[src/rtl/mbd_pkg.sv]
// Shared types and constants of the motion and bump detector.
`default_nettype none

package mbd_pkg;

	localparam int SENSOR_W = 4;
	localparam int POS_W    = 16;
	localparam int DELTA_W  = 17;
	localparam int REGION_W = 9;
	localparam int SQ_W     = 36;
	localparam int FRAME_W  = 32;
	localparam int REFR_W   = 16;

	// Result kinds as carried on the output tuser.
	localparam logic KIND_MOTION = 1'b0;
	localparam logic KIND_BUMP   = 1'b1;

	// Configuration register indexes (byte address is eight times the index).
	typedef enum logic [1:0] {
		REG_NOISE = 2'd0,
		REG_BUMP  = 2'd1,
		REG_REFR  = 2'd2
	} reg_idx_t;

	// One memory word: everything kept per sensor.
	typedef struct packed {
		logic signed [POS_W-1:0]   prev_x;
		logic signed [POS_W-1:0]   prev_y;
		logic signed [POS_W-1:0]   prev_z;
		logic                      armed;
		logic signed [DELTA_W-1:0] peak_x;
		logic signed [DELTA_W-1:0] peak_y;
		logic signed [DELTA_W-1:0] peak_z;
		logic [SQ_W-1:0]           peak_sq;
		logic [FRAME_W-1:0]        last_bump;
	} sens_state_t;

	// Up to two results caused by one sample, handed to the output stage.
	typedef struct packed {
		logic                       rec_v;
		logic                       bump_v;
		logic [SENSOR_W-1:0]        sensor;
		logic signed [REGION_W-1:0] region;
		logic signed [DELTA_W-1:0]  rec_x;
		logic signed [DELTA_W-1:0]  rec_y;
		logic signed [DELTA_W-1:0]  rec_z;
		logic signed [DELTA_W-1:0]  pk_x;
		logic signed [DELTA_W-1:0]  pk_y;
		logic signed [DELTA_W-1:0]  pk_z;
	} res_pair_t;

endpackage

`default_nettype wire

[src/rtl/motion_bump_detector.sv]
// Motion and bump detector: per-sensor state in one memory, read-modify-write pipeline.
// The first result of a sample passes the stage 1, stage 2 and output registers before it is shown.
// Throughput: one sample per cycle across sensors while the output does not stall; a sample of
// a sensor already in flight waits until the earlier one writes back (set by the memory RMW loop).
// A sample with two results holds the output register until both results have left.
// Reset restores the register defaults and clears the frame counter, the primed flags and
// the pipeline valids; the memory is not cleared.
`default_nettype none

module motion_bump_detector
	import mbd_pkg::*;
#(
	parameter int NUM_SENSORS = 4
) (
	input  wire logic        clk,
	input  wire logic        arst_n,
	// Configuration port
	input  wire logic        psel,
	input  wire logic        penable,
	input  wire logic        pwrite,
	input  wire logic [4:0]  paddr,
	input  wire logic [63:0] pwdata,
	output logic [63:0]      prdata,
	output logic             pready,
	// Sample input
	input  wire logic        s_tvalid,
	output logic             s_tready,
	input  wire logic [63:0] s_tdata,  // sensor, pos_x, pos_y, pos_z, region,
	                                   // region_continuous, region_percussive, zero pad
	input  wire logic        s_tuser,  // frame_start
	// Result output
	output logic             m_tvalid,
	input  wire logic        m_tready,
	output logic [63:0]      m_tdata,  // sensor_out, region_out, delta_x, delta_y, delta_z
	output logic             m_tuser,  // kind
	output logic             m_tlast
);

	localparam int SW = (NUM_SENSORS > 1) ? $clog2(NUM_SENSORS) : 1;

	// Configuration registers
	logic [SQ_W-1:0]   noise_q;
	logic [SQ_W-1:0]   bthr_q;
	logic [REFR_W-1:0] refr_q;
	logic              cfg_wr;
	reg_idx_t          cfg_idx;

	assign pready  = 1'b1;
	assign cfg_wr  = psel && penable && pwrite && pready;
	assign cfg_idx = reg_idx_t'(paddr[4:3]);

	always_ff @(posedge clk or negedge arst_n) begin
		if (!arst_n) begin
			noise_q <= 36'd96;
			bthr_q  <= 36'd60416;
			refr_q  <= 16'd8;
		end else if (cfg_wr) begin
			case (cfg_idx)
				REG_NOISE: noise_q <= pwdata[SQ_W-1:0];
				REG_BUMP:  bthr_q  <= pwdata[SQ_W-1:0];
				REG_REFR:  refr_q  <= pwdata[REFR_W-1:0];
				default: ;
			endcase
		end
	end

	// Register read-back.
	always_comb begin
		case (cfg_idx)
			REG_NOISE: prdata = {28'd0, noise_q};
			REG_BUMP:  prdata = {28'd0, bthr_q};
			REG_REFR:  prdata = {48'd0, refr_q};
			default:   prdata = 64'd0;
		endcase
	end

	// Input fields
	logic [SENSOR_W-1:0]        in_sensor;
	logic [REGION_W-1:0]        in_region;
	logic                       in_range;
	logic [SW-1:0]              in_addr;

	assign in_sensor = s_tdata[3:0];
	assign in_region = s_tdata[60:52];
	assign in_range  = ({28'd0, in_sensor} < 32'(NUM_SENSORS));
	assign in_addr   = in_sensor[SW-1:0];

	// Pipeline control
	logic v_s1;
	logic v_s2;
	logic adv1;
	logic adv2;
	logic ready1;
	logic ready2;
	logic hazard;
	logic acc;
	logic out_free;

	logic [SENSOR_W-1:0] sensor_s1;
	logic [SENSOR_W-1:0] sensor_s2;

	// A sample of a sensor still in flight must wait for its write-back.
	assign hazard   = (v_s1 && sensor_s1 == in_sensor) || (v_s2 && sensor_s2 == in_sensor);
	assign ready2   = !v_s2 || adv2;
	assign adv1     = v_s1 && ready2;
	assign ready1   = !v_s1 || adv1;
	assign s_tready = ready1 && !hazard;
	assign acc      = s_tvalid && s_tready;

	// Frame counter, advanced as the sample is accepted.
	logic [FRAME_W-1:0] fc_q;
	logic [FRAME_W-1:0] fc_inc;

	assign fc_inc = fc_q + FRAME_W'(s_tuser);

	always_ff @(posedge clk or negedge arst_n) begin
		if (!arst_n) begin
			fc_q <= '0;
		end else if (acc) begin
			fc_q <= fc_inc;
		end
	end

	// Per-sensor state memory and primed flags.
	sens_state_t            mem_q [NUM_SENSORS];
	logic [NUM_SENSORS-1:0] primed_q;
	sens_state_t            wst;

	// Stage 1 registers
	sens_state_t                rd_s1;
	logic                       pr_s1;
	logic [FRAME_W-1:0]         frame_s1;
	logic signed [POS_W-1:0]    px_s1;
	logic signed [POS_W-1:0]    py_s1;
	logic signed [POS_W-1:0]    pz_s1;
	logic signed [REGION_W-1:0] region_s1;
	logic                       cont_s1;
	logic                       perc_s1;

	always_ff @(posedge clk or negedge arst_n) begin
		if (!arst_n) begin
			v_s1 <= 1'b0;
		end else if (acc) begin
			v_s1 <= in_range;
		end else if (adv1) begin
			v_s1 <= 1'b0;
		end
	end

	// Memory read is issued with the request; data lands in stage 1.
	always_ff @(posedge clk) begin
		if (acc) begin
			rd_s1     <= mem_q[in_addr];
			pr_s1     <= primed_q[in_addr];
			sensor_s1 <= in_sensor;
			frame_s1  <= fc_inc;
			px_s1     <= s_tdata[19:4];
			py_s1     <= s_tdata[35:20];
			pz_s1     <= s_tdata[51:36];
			region_s1 <= in_region[REGION_W-1] ? '1 : in_region;
			cont_s1   <= s_tdata[61];
			perc_s1   <= s_tdata[62];
		end
	end

	// Stage 1: motion and its squared components.
	sens_state_t               st1;
	logic signed [DELTA_W-1:0] dx1;
	logic signed [DELTA_W-1:0] dy1;
	logic signed [DELTA_W-1:0] dz1;
	logic signed [33:0]        sqx1;
	logic signed [33:0]        sqy1;
	logic signed [33:0]        sqz1;

	assign st1  = pr_s1 ? rd_s1 : '0;
	assign dx1  = {px_s1[POS_W-1], px_s1} - {st1.prev_x[POS_W-1], st1.prev_x};
	assign dy1  = {py_s1[POS_W-1], py_s1} - {st1.prev_y[POS_W-1], st1.prev_y};
	assign dz1  = {pz_s1[POS_W-1], pz_s1} - {st1.prev_z[POS_W-1], st1.prev_z};
	assign sqx1 = dx1 * dx1;
	assign sqy1 = dy1 * dy1;
	assign sqz1 = dz1 * dz1;

	// Stage 2 registers
	sens_state_t                st_s2;
	logic                       pr_s2;
	logic [FRAME_W-1:0]         frame_s2;
	logic signed [POS_W-1:0]    px_s2;
	logic signed [POS_W-1:0]    py_s2;
	logic signed [POS_W-1:0]    pz_s2;
	logic signed [REGION_W-1:0] region_s2;
	logic                       cont_s2;
	logic                       perc_s2;
	logic signed [DELTA_W-1:0]  dx_s2;
	logic signed [DELTA_W-1:0]  dy_s2;
	logic signed [DELTA_W-1:0]  dz_s2;
	logic [32:0]                sqx_s2;
	logic [32:0]                sqy_s2;
	logic [32:0]                sqz_s2;

	always_ff @(posedge clk or negedge arst_n) begin
		if (!arst_n) begin
			v_s2 <= 1'b0;
		end else if (adv1) begin
			v_s2 <= 1'b1;
		end else if (adv2) begin
			v_s2 <= 1'b0;
		end
	end

	always_ff @(posedge clk) begin
		if (adv1) begin
			st_s2     <= st1;
			pr_s2     <= pr_s1;
			sensor_s2 <= sensor_s1;
			frame_s2  <= frame_s1;
			px_s2     <= px_s1;
			py_s2     <= py_s1;
			pz_s2     <= pz_s1;
			region_s2 <= region_s1;
			cont_s2   <= cont_s1;
			perc_s2   <= perc_s1;
			dx_s2     <= dx1;
			dy_s2     <= dy1;
			dz_s2     <= dz1;
			sqx_s2    <= sqx1[32:0];
			sqy_s2    <= sqy1[32:0];
			sqz_s2    <= sqz1[32:0];
		end
	end

	// Stage 2: squared distance and threshold decisions.
	logic [33:0]        dsq;
	logic [SQ_W-1:0]    dsq36;
	logic [SQ_W-1:0]    dsq4;
	logic [FRAME_W-1:0] elapsed;
	logic               reg_neg;
	logic               above_noise;
	logic               ref_ok;
	logic               arm_hit;
	logic               armed_n;
	logic               upd;
	logic               release_hit;
	logic               rec_v;
	logic               bump_v;
	logic               res_any;
	res_pair_t          pair;

	assign dsq         = 34'(sqx_s2) + 34'(sqy_s2) + 34'(sqz_s2);
	assign dsq36       = {2'b00, dsq};
	assign dsq4        = {dsq, 2'b00};
	assign elapsed     = frame_s2 - st_s2.last_bump;
	assign reg_neg     = region_s2[REGION_W-1];
	assign above_noise = dsq36 > noise_q;
	assign ref_ok      = elapsed >= {16'd0, refr_q};
	assign arm_hit     = dsq36 > bthr_q;
	assign armed_n     = st_s2.armed | arm_hit;
	assign upd         = arm_hit && (st_s2.peak_sq < dsq36);
	// After a peak update the new peak equals this distance, so no release.
	assign release_hit = armed_n && !upd && (dsq4 < st_s2.peak_sq);

	assign rec_v   = pr_s2 && above_noise && (reg_neg || cont_s2);
	assign bump_v  = pr_s2 && ref_ok && release_hit && !reg_neg && perc_s2;
	assign res_any = rec_v || bump_v;
	assign adv2    = v_s2 && (!res_any || out_free);

	// Results of this sample.
	always_comb begin
		pair        = '0;
		pair.rec_v  = rec_v;
		pair.bump_v = bump_v;
		pair.sensor = sensor_s2;
		pair.region = region_s2;
		pair.rec_x  = reg_neg ? '0 : dx_s2;
		pair.rec_y  = reg_neg ? '0 : dy_s2;
		pair.rec_z  = reg_neg ? '0 : dz_s2;
		pair.pk_x   = st_s2.peak_x;
		pair.pk_y   = st_s2.peak_y;
		pair.pk_z   = st_s2.peak_z;
	end

	// Updated state word for write-back.
	always_comb begin
		wst = st_s2;
		if (!pr_s2) begin
			wst = '0;
		end else if (ref_ok) begin
			if (!armed_n || release_hit) begin
				wst.armed   = 1'b0;
				wst.peak_x  = '0;
				wst.peak_y  = '0;
				wst.peak_z  = '0;
				wst.peak_sq = '0;
				if (armed_n) begin
					wst.last_bump = frame_s2;
				end
			end else begin
				wst.armed = 1'b1;
				if (upd) begin
					wst.peak_x  = dx_s2;
					wst.peak_y  = dy_s2;
					wst.peak_z  = dz_s2;
					wst.peak_sq = dsq36;
				end
			end
		end
		wst.prev_x = px_s2;
		wst.prev_y = py_s2;
		wst.prev_z = pz_s2;
	end

	// Write-back as the sample leaves stage 2.
	always_ff @(posedge clk) begin
		if (adv2) begin
			mem_q[sensor_s2[SW-1:0]] <= wst;
		end
	end

	always_ff @(posedge clk or negedge arst_n) begin
		if (!arst_n) begin
			primed_q <= '0;
		end else if (adv2) begin
			primed_q[sensor_s2[SW-1:0]] <= 1'b1;
		end
	end

	// Output register
	mbd_out_stage u_out (
		.clk      (clk),
		.arst_n   (arst_n),
		.push     (adv2 && res_any),
		.pair     (pair),
		.free     (out_free),
		.m_tvalid (m_tvalid),
		.m_tready (m_tready),
		.m_tdata  (m_tdata),
		.m_tuser  (m_tuser),
		.m_tlast  (m_tlast)
	);

`ifndef NO_ASSERTIONS
	// Two samples of one sensor are never in the RMW loop together.
	a_no_overlap: assert property (@(posedge clk) disable iff (!arst_n)
		(v_s1 && v_s2) |-> (sensor_s1 != sensor_s2))
		else $error("same sensor in stages 1 and 2");

	// A stalled stage 2 keeps its sample.
	a_s2_hold: assert property (@(posedge clk) disable iff (!arst_n)
		(v_s2 && !adv2) |=> (v_s2 && $stable(sensor_s2)))
		else $error("stage 2 lost its sample while stalled");

	// A bump needs the sensor armed before or by this sample.
	a_bump_armed: assert property (@(posedge clk) disable iff (!arst_n)
		(v_s2 && bump_v) |-> (st_s2.armed || arm_hit))
		else $error("bump without arming");

	// The frame counter moves by at most one per cycle.
	a_fc_step: assert property (@(posedge clk) disable iff (!arst_n)
		1'b1 |=> ((fc_q - $past(fc_q)) <= 32'd1))
		else $error("frame counter jumped");
`endif

endmodule

`default_nettype wire

[src/rtl/mbd_out_stage.sv]
// Output register that holds the results of one sample and serves them in order.
`default_nettype none

module mbd_out_stage
	import mbd_pkg::*;
(
	input  wire logic        clk,
	input  wire logic        arst_n,
	input  wire logic        push,
	input  wire res_pair_t   pair,
	output logic             free,
	output logic             m_tvalid,
	input  wire logic        m_tready,
	output logic [63:0]      m_tdata,  // sensor_out, region_out, delta_x, delta_y, delta_z
	output logic             m_tuser,  // kind
	output logic             m_tlast
);

	logic      rec_v_q;
	logic      bump_v_q;
	res_pair_t pair_q;
	logic      take;
	logic signed [DELTA_W-1:0] dx;
	logic signed [DELTA_W-1:0] dy;
	logic signed [DELTA_W-1:0] dz;

	// The motion record goes first; the bump follows when both are present.
	assign m_tvalid = rec_v_q | bump_v_q;
	assign m_tlast  = !(rec_v_q && bump_v_q);
	assign m_tuser  = rec_v_q ? KIND_MOTION : KIND_BUMP;
	assign dx       = rec_v_q ? pair_q.rec_x : pair_q.pk_x;
	assign dy       = rec_v_q ? pair_q.rec_y : pair_q.pk_y;
	assign dz       = rec_v_q ? pair_q.rec_z : pair_q.pk_z;
	assign m_tdata  = {dz, dy, dx, pair_q.region, pair_q.sensor};

	assign take = m_tvalid && m_tready;
	// Room for a new pair once the final result of the current one leaves.
	assign free = !m_tvalid || (m_tready && m_tlast);

	// Valid flags of the two result slots.
	always_ff @(posedge clk or negedge arst_n) begin
		if (!arst_n) begin
			rec_v_q  <= 1'b0;
			bump_v_q <= 1'b0;
		end else if (push) begin
			rec_v_q  <= pair.rec_v;
			bump_v_q <= pair.bump_v;
		end else if (take) begin
			if (rec_v_q) begin
				rec_v_q <= 1'b0;
			end else begin
				bump_v_q <= 1'b0;
			end
		end
	end

	// Result payload.
	always_ff @(posedge clk) begin
		if (push) begin
			pair_q <= pair;
		end
	end

endmodule

`default_nettype wire
[config.mk]
export PLATFORM = sky130hd
export DESIGN_NAME = motion_bump_detector
export DESIGN_NICKNAME = d
export VERILOG_FILES = /design/src/rtl/mbd_pkg.sv /design/src/rtl/motion_bump_detector.sv /design/src/rtl/mbd_out_stage.sv
export SDC_FILE = /design/constraint.sdc
export NUM_CORES = 2
export LEC_CHECK = 0
export ABC_AREA = 0
export ABC_CLOCK_PERIOD_IN_PS = 41500
export BUFFER_PORTS_ARGS = -buffer_cell sky130_fd_sc_hd__buf_4
export CORE_MARGIN = 2
export CORE_UTILIZATION = 55
export CTS_BUF_LIST = sky130_fd_sc_hd__clkbuf_16
export DETAILED_ROUTE_END_ITERATION = 7
export GPL_ROUTABILITY_DRIVEN = 0
export PLACE_DENSITY = 0.77
export SYNTH_ARGS = -nofsm -noshare
export SYNTH_HDL_FRONTEND = slang
export SYNTH_SLANG_ARGS = --single-unit
export TNS_END_PERCENT = 100
[constraint.sdc]
create_clock -name clk -period 41.5 [get_ports clk]
set_clock_uncertainty 0.1 [all_clocks]
set_input_delay 2.075 -clock clk [delete_from_list [all_inputs] [get_ports clk]]
set_output_delay 2.075 -clock clk [all_outputs]
set_load 0.05 [all_outputs]
==> flow_summary.toml <==
[cells_and_area]
final_common_cell = "edfxtp_1"
layout-drive-gt1-share_pct = 11.2
most-common-layout-cells = "1411 x edfxtp_1, 1252 x inv_1, 831 x fa_1"
synthToLayoutAreaGrowth_pct = 9.99
nets = 8949
fillers = 12600

[yosys]
synth_edf_count = 1411
synth-compound-area-share_pct = 4.85
syn-cell-area_um2 = 94100
syn_inst = 7221
ys.flop_type = "edfxtp_1"
synth_seq_cells = 1539
synth.distinct_cells = 78
yosys_warnings = 0
seq_area_frac_synth_pct = 48.4
synth_top_family_by_area = "adder cells"
async_flop_share_pct = 8.32
muxShareOfSynthArea_pct = 6.07
synthSimpleGateAreaFrac_pct = 7.77
synth-xor-area-share_pct = 2.45
synthAdderAreaFrac_pct = 24.3
synth.avg_cell_area_um2 = 13.0

[sta]
rsz0062_at_grt = "false"
maxSlewViolCount = 0
fin_crit_ns = 11.89
setup_violations = 0
finalHoldViolations = 0
finalWorstSetupSlack_ns = 29.61
finalSetupTns_ns = 0
min_period_over_period_pct = 28.7
tightest_slew_ns = 1.15
hold_ws_ns = 0.315
maxSlewHeadroom_pct = 23.4
fmax_mhz = 84.1

[route]
drc = 0
ant_nets = 0
drt_pass1_iterations = 7
post_drt_wl_per_cell_um = 21.7
vias = 56000
routed_wl_um = 213000
drt_iter0_drc = 4969
viasPerCell = 5.70

[critical_path]
cp-startpoint = "pr_s1$_DFFE_PP_"
cp_slowest_stage_delay_ns = 0.81
path_max_fanout = 68
worst_setup_path_end_kind = "flop"
critPathRequiredTime_ns = 41.97
crit_type = "flop to flop"
slowest_stage = "clkinv_1"
r2r-start = "pr_s1$_DFFE_PP_"
cp-start-kind = "flop"
critPathArrivalTime_ns = 12.36
cpMostUsedCell = "fa_1"

[die]
boundaryPins = 274
core_um2 = 170000
start_util_pct = 55.5
die_area_um2 = 174000
die_h_um = 418
rows = 151
die_width_um = 418

[clocking]
cts_resized = 0
cts.sinks = 1539
cts_tree = "yes"
post_cts_buffers = 0
htree_levels = 4
hold_buffers = 0
clk_latency_ns = 0.84
cts_max_path_buffers = 3
cts-root-buf = "clkbuf_16"
clkSlewWorstSetupHoldPaths_ns = 0.06
cts_buffers = 159

[global_routing]
grt_pass1_vias = 59300
grt_usage_pct = 24.9
grtUsageMet1_pct = 32.7
grtUsageMet3_pct = 4.45
grtUsageMet2_pct = 41.4
grt.busiest_layer = "met2"
grt_max_degree = 164
antenna_found_initial = 1
grt_pass1_wl_um = 332000
grt_overflow = 0

[placement]
post-dp-hpwl_um = 150000
numPortBuffers = 212
place_ws_ns = 29.77

[min_path]
hp-class = "flop to flop"
hold_path_startpoint = "frame_s1[10]$_DFFE_PP_"

[flow_run]
maxCapViolCount = 0

[outcome]
outcome = "finished, final reports clean"
stage by stage:
step | util [%] | cell area (um2) | instances
after floorplan | - | 94200 | 7251
after global placement | 58.0 | 98400 | 9536
after detailed placement | 58.0 | 98400 | 9536
after CTS | 61.0 | 104000 | 9824
after global routing | 61.0 | 104000 | 9824
final | 61.0 | 104000 | 9825
registers in the layout (all words and copies together), names as in the netlist, 17 cells and up:
| register | cells |
|---|---|
| frame_s2 | 32 |
| sqz_s2 | 31 |
| sqx_s2 | 31 |
| u_out.pair_q | 102 |
| dz_s2 | 17 |
| fc_q | 32 |
| dy_s2 | 17 |
| bthr_q | 36 |
| st_s2 | 69 |
| mem_q | 672 |
| rd_s1 | 168 |
| noise_q | 36 |
| sqy_s2 | 31 |
| frame_s1 | 32 |
| pair | 51 |
| dx_s2 | 17 |
cell usage after synthesis (all sizes together) (13+ instances only):
cell	number	share of area [%]
inv	1214	4.8
nand3	79	0.42
o21a	29	0.23
a211oi	27	0.22
o31ai	14	0.12
o21ai	204	1.1
a21boi	16	0.13
a21oi	165	0.88
o21bai	29	0.23
or2	21	0.14
nor2	393	1.6
clkbuf	150	0.60
and2	172	1.1
o211ai	14	0.11
xor2	72	0.67
mux2	78	0.93
or3	13	0.086
a21o	71	0.57
edfxtp	1411	45
nor2b	167	1.1
xnor2	191	1.8
mux4	169	4.0
nand2b	38	0.25
fa	831	18
and3	45	0.30
dfrtp	120	3.2
a31oi	15	0.10
nand4	30	0.20
mux2i	103	1.1
ha	498	6.6
buf	102	0.63
a22oi	52	0.41
nor3	50	0.27
nand2	502	2.0
cell families (layout without fill, tap and decap cells):
kind of cell / count (synthesis) / after routing
AND/OR/NAND/NOR: 1545 / 1545
flip-flops: 1539 / 1539
buffers and inverters: 1477 / 1832
adder cells (fa/ha/maj): 1330 / 1330
AO/OA/AOI/OAI: 715 / 715
multiplexers: 350 / 350
XOR/XNOR: 263 / 263
other: 2 / 33
final timing paths:
path                                               end  slack (ns)  cells after the start
worst max-delay path              sqx_s2[31]$_DFFE_PP_       29.61                     38
min in group asynchronous       bthr_q[18]$_DFFE_PN0P_        1.31                      1
worst min register to register  frame_s2[10]$_DFFE_PP_        0.31                      0
worst min-delay path            frame_s2[10]$_DFFE_PP_        0.31                      0
max in group asynchronous         fc_q[30]$_DFFE_PN0P_       38.54                      2
worst max register to register    sqx_s2[31]$_DFFE_PP_       29.61                     38
worst max-delay path, delay by kind of cell, from the launching register on:
family                     cells  cell delay, ns
DFF                            1            0.43
AOI/OAI and AO/OA             16            4.38
adders and majority gates      9            3.81
and+or+nand+nor                5            1.13
buffers and inverters          7            1.61
xor gates and xnor gates       1            0.09
cell type report:
cell class	instances	area (um2)	share of cell area (%)
diodes	1	2.50	0.00242
clock inverters	127	1070	1.03
multi-input cells	4235	43000	41.5
repair buffers	319	2480	2.40
flip-flops and latches	1539	45600	44.0
well taps	2218	2780	2.68
clock buffers	161	4030	3.89
inverters	1225	4610	4.45
metal layers:
metal	up-vias	share of wire, %
li1	24800	-
met1	28600	39
met2	2189	49
met3	446	7.9
met4	0	4.2
met5	-	0
Power is not shown: default switching activity piles up to over one toggle a cycle in this logic, so the estimate is an artifact.
